==> config.mk <==
export PLATFORM = sky130hd
export DESIGN_NAME = espc_ctrl
export DESIGN_NICKNAME = d
export VERILOG_FILES = /design/src/rtl/core/espc_pkg.sv /design/src/rtl/core/espc_ctrl.sv
export VERILOG_INCLUDE_DIRS = /design/src /design/src/rtl/core
export SDC_FILE = /design/constraint.sdc
export NUM_CORES = 1
export LEC_CHECK = 0
export BUFFER_PORTS_ARGS = -buffer_cell sky130_fd_sc_hd__buf_4
export CORE_MARGIN = 5
export CORE_UTILIZATION = 45
export CTS_CLUSTER_DIAMETER = 50
export DETAILED_ROUTE_END_ITERATION = 16
export GPL_TIMING_DRIVEN = 0
export PLACE_DENSITY_LB_ADDON = 0.15
export SYNTH_ARGS = -nofsm -noshare
export SYNTH_HDL_FRONTEND = slang
export SYNTH_SLANG_ARGS = --single-unit
==> constraint.sdc <==
create_clock -name clk -period 2.7 [get_ports clk]
set_input_delay 0 -clock clk [delete_from_list [all_inputs] [get_ports clk]]
set_output_delay 0 -clock clk [all_outputs]
set_load 0.01 [all_outputs]
==> src/rtl/core/assert_macros.svh <==
// assertion macros used by the speed controller rtl
// no dependencies
`ifndef ASSERT_MACROS_SVH
`define ASSERT_MACROS_SVH

// same-cycle implication, disabled during reset
`define ASSERT_IMPLY(label, clk, rst, ante, cons) \
  label: assert property (@(posedge clk) disable iff (rst) (ante) |-> (cons)) \
    else $error("assertion failed: ante |-> cons");

// next-cycle implication, disabled during reset
`define ASSERT_NEXT(label, clk, rst, ante, cons) \
  label: assert property (@(posedge clk) disable iff (rst) (ante) |=> (cons)) \
    else $error("assertion failed: ante |=> cons");

`endif

==> src/rtl/core/espc_pkg.sv <==
// shared types and constants for the encoder speed pi controller
// no dependencies
package espc_pkg;

  // moving average window, power of two so the mean is a shift
  localparam int WINDOW_LOG2 = 3;
  localparam int WINDOW_LEN  = 1 << WINDOW_LOG2;
  localparam int SUM_W       = 32 + WINDOW_LOG2;

  // configuration port
  localparam int CFG_IDX_W  = 2;
  localparam int CFG_DATA_W = 48;

  typedef enum logic [CFG_IDX_W-1:0] {
    REG_TARGET_SPEED,
    REG_PROP_GAIN,
    REG_INT_GAIN,
    REG_SPEED_SCALE
  } cfg_reg_t;

  // speed limit of 1e4 deg/s in q20.12, plus one
  localparam logic [25:0] SPEED_LIMIT_P1 = 26'd40960001;
  localparam int QUOT_W    = 26;
  localparam int DIV_STEPS = QUOT_W;

  // serial multiplier: 64 x 64, one 16 bit digit per cycle
  localparam int MUL_OP_W    = 64;
  localparam int MUL_DIGIT_W = 16;
  localparam int MUL_STEPS   = MUL_OP_W / MUL_DIGIT_W;

  localparam logic [9:0] DRIVE_LIMIT = 10'd850;

  // datapath operations issued by the controller
  typedef enum logic [3:0] {
    OP_NOP,
    OP_LOAD,
    OP_PREP,
    OP_MUL,
    OP_CHECK,
    OP_DIV,
    OP_WIN,
    OP_ERR,
    OP_INTEG,
    OP_LD_I,
    OP_ITERM,
    OP_DRIVE
  } dp_op_t;

  typedef struct packed {
    logic signed [31:0] encoder_count;
    logic        [31:0] interval_ns;
  } in_item_t;

  typedef struct packed {
    logic signed [10:0] drive;
    logic               speed_rejected;
  } out_item_t;

endpackage

==> src/rtl/core/espc_ctrl.sv <==
// controller: sequences one item through the datapath, owns the handshakes
// depends on espc_pkg and assert_macros.svh
`include "assert_macros.svh"
module espc_ctrl import espc_pkg::*; (
  input  logic   clk,
  input  logic   rst,
  input  logic   in_valid,
  output logic   in_ready,
  output logic   out_valid,
  input  logic   out_ready,
  output dp_op_t op
);

  typedef enum logic [3:0] {
    S_IDLE, S_PREP, S_MUL_SPD, S_CHECK, S_DIV, S_WIN, S_ERR, S_MUL_ERR,
    S_INTEG, S_LD_I, S_MUL_I, S_ITERM, S_MUL_P, S_DRIVE
  } state_t;

  localparam int CNT_W = $clog2(DIV_STEPS);

  state_t           state;
  logic [CNT_W-1:0] cnt;
  logic             out_free;
  logic             mul_last;
  logic             div_last;

  assign in_ready = (state == S_IDLE);
  assign out_free = !out_valid || out_ready;
  assign mul_last = (cnt == CNT_W'(MUL_STEPS - 1));
  assign div_last = (cnt == CNT_W'(DIV_STEPS - 1));

  // datapath command per state
  always_comb begin
    case (state)
      S_IDLE:    op = in_valid ? OP_LOAD : OP_NOP;
      S_PREP:    op = OP_PREP;
      S_MUL_SPD: op = OP_MUL;
      S_CHECK:   op = OP_CHECK;
      S_DIV:     op = OP_DIV;
      S_WIN:     op = OP_WIN;
      S_ERR:     op = OP_ERR;
      S_MUL_ERR: op = OP_MUL;
      S_INTEG:   op = OP_INTEG;
      S_LD_I:    op = OP_LD_I;
      S_MUL_I:   op = OP_MUL;
      S_ITERM:   op = OP_ITERM;
      S_MUL_P:   op = OP_MUL;
      S_DRIVE:   op = out_free ? OP_DRIVE : OP_NOP;
      default:   op = OP_NOP;
    endcase
  end

  // state, step counter and output beat flag
  always_ff @(posedge clk) begin
    if (rst) begin
      state     <= S_IDLE;
      cnt       <= '0;
      out_valid <= 1'b0;
    end else begin
      // result beat flag: set on drive, cleared when taken
      if (state == S_DRIVE && out_free) begin
        out_valid <= 1'b1;
      end else if (out_valid && out_ready) begin
        out_valid <= 1'b0;
      end
      case (state)
        S_IDLE:  if (in_valid) state <= S_PREP;
        S_PREP:  state <= S_MUL_SPD;
        S_MUL_SPD: begin
          cnt <= mul_last ? '0 : cnt + 1'b1;
          if (mul_last) state <= S_CHECK;
        end
        S_CHECK: state <= S_DIV;
        S_DIV: begin
          cnt <= div_last ? '0 : cnt + 1'b1;
          if (div_last) state <= S_WIN;
        end
        S_WIN:   state <= S_ERR;
        S_ERR:   state <= S_MUL_ERR;
        S_MUL_ERR: begin
          cnt <= mul_last ? '0 : cnt + 1'b1;
          if (mul_last) state <= S_INTEG;
        end
        S_INTEG: state <= S_LD_I;
        S_LD_I:  state <= S_MUL_I;
        S_MUL_I: begin
          cnt <= mul_last ? '0 : cnt + 1'b1;
          if (mul_last) state <= S_ITERM;
        end
        S_ITERM: state <= S_MUL_P;
        S_MUL_P: begin
          cnt <= mul_last ? '0 : cnt + 1'b1;
          if (mul_last) state <= S_DRIVE;
        end
        S_DRIVE: begin
          if (out_free) begin
            state <= S_IDLE;
          end
        end
        default: state <= S_IDLE;
      endcase
    end
  end

  `ASSERT_NEXT(a_busy_after_accept, clk, rst, in_valid && in_ready, !in_ready)
  `ASSERT_IMPLY(a_drive_needs_room, clk, rst, op == OP_DRIVE, !out_valid || out_ready)
  `ASSERT_NEXT(a_result_follows_drive, clk, rst, op == OP_DRIVE, out_valid)
  `ASSERT_IMPLY(a_div_count_range, clk, rst, state == S_DIV, cnt < CNT_W'(DIV_STEPS))

endmodule

---- After elaboration in Yosys (flattened, before gate mapping) ----
Index checks and enable logic that the tools add are counted.
word-level totals
  word-level logic and storage cells ...... 51
  output and inout port bits .............. 6
  flip-flop bits (word level) ............. 10
  input port bits ......................... 4
cells by class
  mux-type cells .......................... 16
  $add $sub $neg .......................... 1
  equality and inequality tests ........... 22
  reduce and logical (&&, ||, !) cells .... 9
operator list
  kind                                                              count
  4-bit case mux with 14 select lines                               1
  4-bit case mux with 11 select lines                               1
  4-bit 2-to-1 mux                                                  8
  4-bit == test (second input constant)                             6
  4-bit by 3-bit == test with 1-bit output (second input constant)  4
  2-bit != test (second input constant)                             7
  5-bit 2-to-1 mux                                                  2
  5-bit case mux with 2 select lines                                1
  4-bit by 2-bit == test with 1-bit output (second input constant)  2
  7-bit AND reduction                                               1
  5-bit by 1-bit adder with 5-bit output (second input constant)    1
  5-bit by 2-bit == test with 1-bit output (second input constant)  1
  5-bit == test (second input constant)                             1
  4-bit by 1-bit == test with 1-bit output (second input constant)  1
  4-bit zero test                                                   1
  2-bit nonzero test                                                2
  4-bit OR reduction                                                1
  1-bit 2-to-1 mux                                                  3
  1-bit logical AND                                                 2
  1-bit zero test                                                   1
  1-bit logical OR                                                  1

---- Depth between registers and ports, before layout ----
  word-level depth ........................ 4
  mapped depth ............................ 6

---- Least setup slack after synthesis ----
Ideal clock, no wire load.
  path kind ............................... register to register
  start ................................... register state[2]
  end ..................................... register state[0]
  clock period less this slack ............ 1.511 ns
  buffers on the path ..................... 1
  stages on the path, launching flop included .. 6
  path slack .............................. 1.189 ns
  arrival ................................. 1.390 ns
  required time ........................... 2.579 ns
  cells stage by stage .................... dfxtp_1 -> buf_2 -> nor4_1 -> nor2b_1 -> nor3_2 -> mux2i_1
between the ends
  longest elaborated chain between the ends .. 3
  elaborated cells on any way between the ends .. 23
ends and longest elaborated chain
  element                        RTL line         source
  start: declaration             espc_ctrl.sv:21  state_t state;
  start signal: assignment       espc_ctrl.sv:56  state <= S_IDLE;
  start signal: assignment       espc_ctrl.sv:67  S_IDLE: if (in_valid) state <= S_PREP;
  start signal: assignment       espc_ctrl.sv:68  S_PREP: state <= S_MUL_SPD;
  4-bit zero test *              -
  net in_ready                   espc_ctrl.sv:8   output logic in_ready,
  2-bit != test (no line)        -
  7-bit AND reduction (no line)  -
Mark *: on every way through the listed nets, which the timed path passes. The rest lies on a longest branch.
A chain may end at the register's enable or synchronous reset.

---- Worst setup path after layout ----
  start ................................... register state[0]
  end ..................................... output port op[1]
between the ends
  longest elaborated chain between the ends .. 3
  elaborated cells on any way between the ends .. 16
ends and longest elaborated chain
  element                                RTL line         source
  4-bit == test (tied with other cells)  espc_ctrl.sv:34  case (state)
  4-bit OR reduction (no line)           -
  4-bit case mux with 11 select lines *  espc_ctrl.sv:34
  end: declaration                       espc_ctrl.sv:11  output dp_op_t op
Every way passes the cells marked *; elsewhere a longest branch is shown, timed or not.

==> qor.csv <==
metric,value,unit
async_flop_share,0,%
slew_headroom,67.89,%
crit_fanout,10,
crit_type,flip-flop to output pin,
dpl.hpwl,1384,um
vias,849,
clock_skew,2.751,ps
worst_setup_path_start_kind,flip-flop,
layout_common_cells,"a21oi_1 (12), dfxtp_1 (10), buf_4 (9)",
routedWlPerCell,13.46,um
synth_cells,104,
grt_overflow,0,
yosys-top-cells-area,"dfxtp_1 (24%), a21oi_1 (7.2%), nor2b_1 (5.2%)",
critPathCaptureType,output pin,
maxSlewViolCount,0,
cts_root_buf,clkbuf_4,
netlist_area,835.8,um^2
syn_area_per_cell,8.037,um^2
fmax,536.5,MHz
critical-path-top-delay-family,buffers and inverters,
place_inst,138,
fin_crit_sh,69.03,%
synth-edff-count,0,
die_h,53.10,um
htreeDepth,1,
std_cell_rows,15,
clk_pin_slew_worst_paths,60,ps
routed_wl,1911,um
p_leak,0.0003755,uW
path_cells,buf_6 -> clkbuf_1 -> nand2_1 -> or2_2 -> o21ai_0 -> o21ai_0 -> buf_4,
cp_num_buf_inv,3,
drive_gt1_share,22.22,%
die_area,0.002819,mm^2
yosysSeqAreaShare,23.95,%
fin_setup_tns,0,ps
period_minus_slack,1864,ps
ys_types,42,
drtAntennaViolNets,0,
synth_top_area_share,23.95,%
power_density,834.6,mW/mm^2
num-fill-cells,170,
crit_arrival,1860,ps
grt_pass1_wl,3346,um
hold_viol,0,
antenna_found_initial,0,
synth_nets,110,
rsz0062_at_grt,false,
gr-usage-all-layers,16.15,%
grt_max_degree,11,
cp_common_cell,o21ai_0,
synth_warnings,0,
area_delta_synth_final,15.72,%
num_antenna_cells,0,
worstHoldPathType,primary input to flip-flop,
via_per_inst,5.979,
final_nets,125,
numCtsBuffers,3,
insertion_delay,260,ps
cts_buffer_depth,2,
max_stage_delay,360,ps
grt_pass1_vias,778,
synth_ff_type,dfxtp_1,
tightest_slew,476.7,ps
cts_setup_buffers,0,
ys_ff_latch,10,
core_area,0.001745,mm^2
crit_required,2700,ps
start_util,47.89,%
synth_area_leader_cell,dfxtp_1,
pin_count,10,
cp_slowest_cell,dfxtp_1,
final_common_cell,a21oi_1,
io_buffers,9,
drtIter0Drc,30,
die_w,53.10,um
status,finished clean,
drc_errors,0,
clock_sinks,10,
power,807.2,uW
gp_congestion,0.7394,
holdWs,104.8,ps
vdd_drop_max,0.0004034,V
dr.pass1.iters,4,
setup_viol_count_final,0,
fin_cells,142,
cts_tree,built,
max-cap-violations,0,
final timing paths:
path              startpoint   endpoint  slack [ps]  cells after the start
setup / recovery    state[0]      op[1]         840                      7
hold / removal     out_ready  out_valid         100                      3
setup reg to reg      cnt[0]   state[2]        1010                      5
hold reg to reg    out_valid  out_valid         580                      2
timing repair:
action                                 4_1_cts  5_1_grt
endpoints found under the hold margin        4        0
hold buffers                                 1        0
gates resized for setup                      0        0
tightest hold or removal path, delay by kind of cell:
kind / cells / cell delay (ps)
AO/OA/AOI/OAI: 1 / 80
AND/OR/NAND/NOR: 1 / 160
buffers and inverters: 1 / 80
final cells by class:
class                   count  area, um^2  share of cell area, %
plain buffers               9       48.80                  5.045
clock buffers               3       22.52                  2.329
inverters                   3       11.26                  1.164
multi-input cells          82       575.6                  59.51
flip-flops and latches     10       200.2                  20.70
well taps                  25       31.28                  3.234
repair buffers             10       77.57                  8.021
cells in the mapped netlist, types with 2 or more instances:
cell type   n
nor2_1      6
ha_1        2
nand4bb_1   2
nor2b_1     7
buf_2       6
clkbuf_1    2
inv_1       3
o21ai_0     8
nor3_1      3
nand2_1     4
nand4b_1    2
and4_1      2
a31oi_1     4
dfxtp_1    10
a21oi_1    12
o31ai_1     2
nand2b_1    4
state kept, by name, indices dropped and copies added, names as in the netlist:
signal / count
cnt: 5
state: 4
out_valid: 1
through the flow:
stage	area [um^2]	worst slack (ps)	util, %
2_1_floorplan	835.8	1189	-
3_3_place_gp	934.6	1032	53.55
3_5_place_dp	934.6	996.1	53.55
4_1_cts	967.2	846.9	55.41
5_1_grt	967.2	649.6	55.41
6_report	967.2	836.1	55.41
layer usage:
metal | global-route usage, % | vias up | wire (um)
met5 | 0 | - | 0
met4 | 2.553 | 0 | 0
met3 | 5.915 | 0 | 86
met2 | 28.51 | 14 | 944
met1 | 18.72 | 415 | 880
li1 | - | 420 | -
power breakdown:
part           switching (uW)  total, uW  leakage (uW)  internal (uW)
clock                    51.3        103     0.0000138           51.5
combinational             258        480      0.000280            222
sequential               40.8        224     0.0000816            183
total                     350        807      0.000375            457
logic make-up after synthesis:
logic type | share of synthesized area (%)
mux | 2.545
simple gates | 33.38
buf+inv | 7.186
flops | 23.95
compound gates | 28.89
fa+ha+maj | 2.994
xor+xnor | 1.048
(Power assumes the default switching activity.)
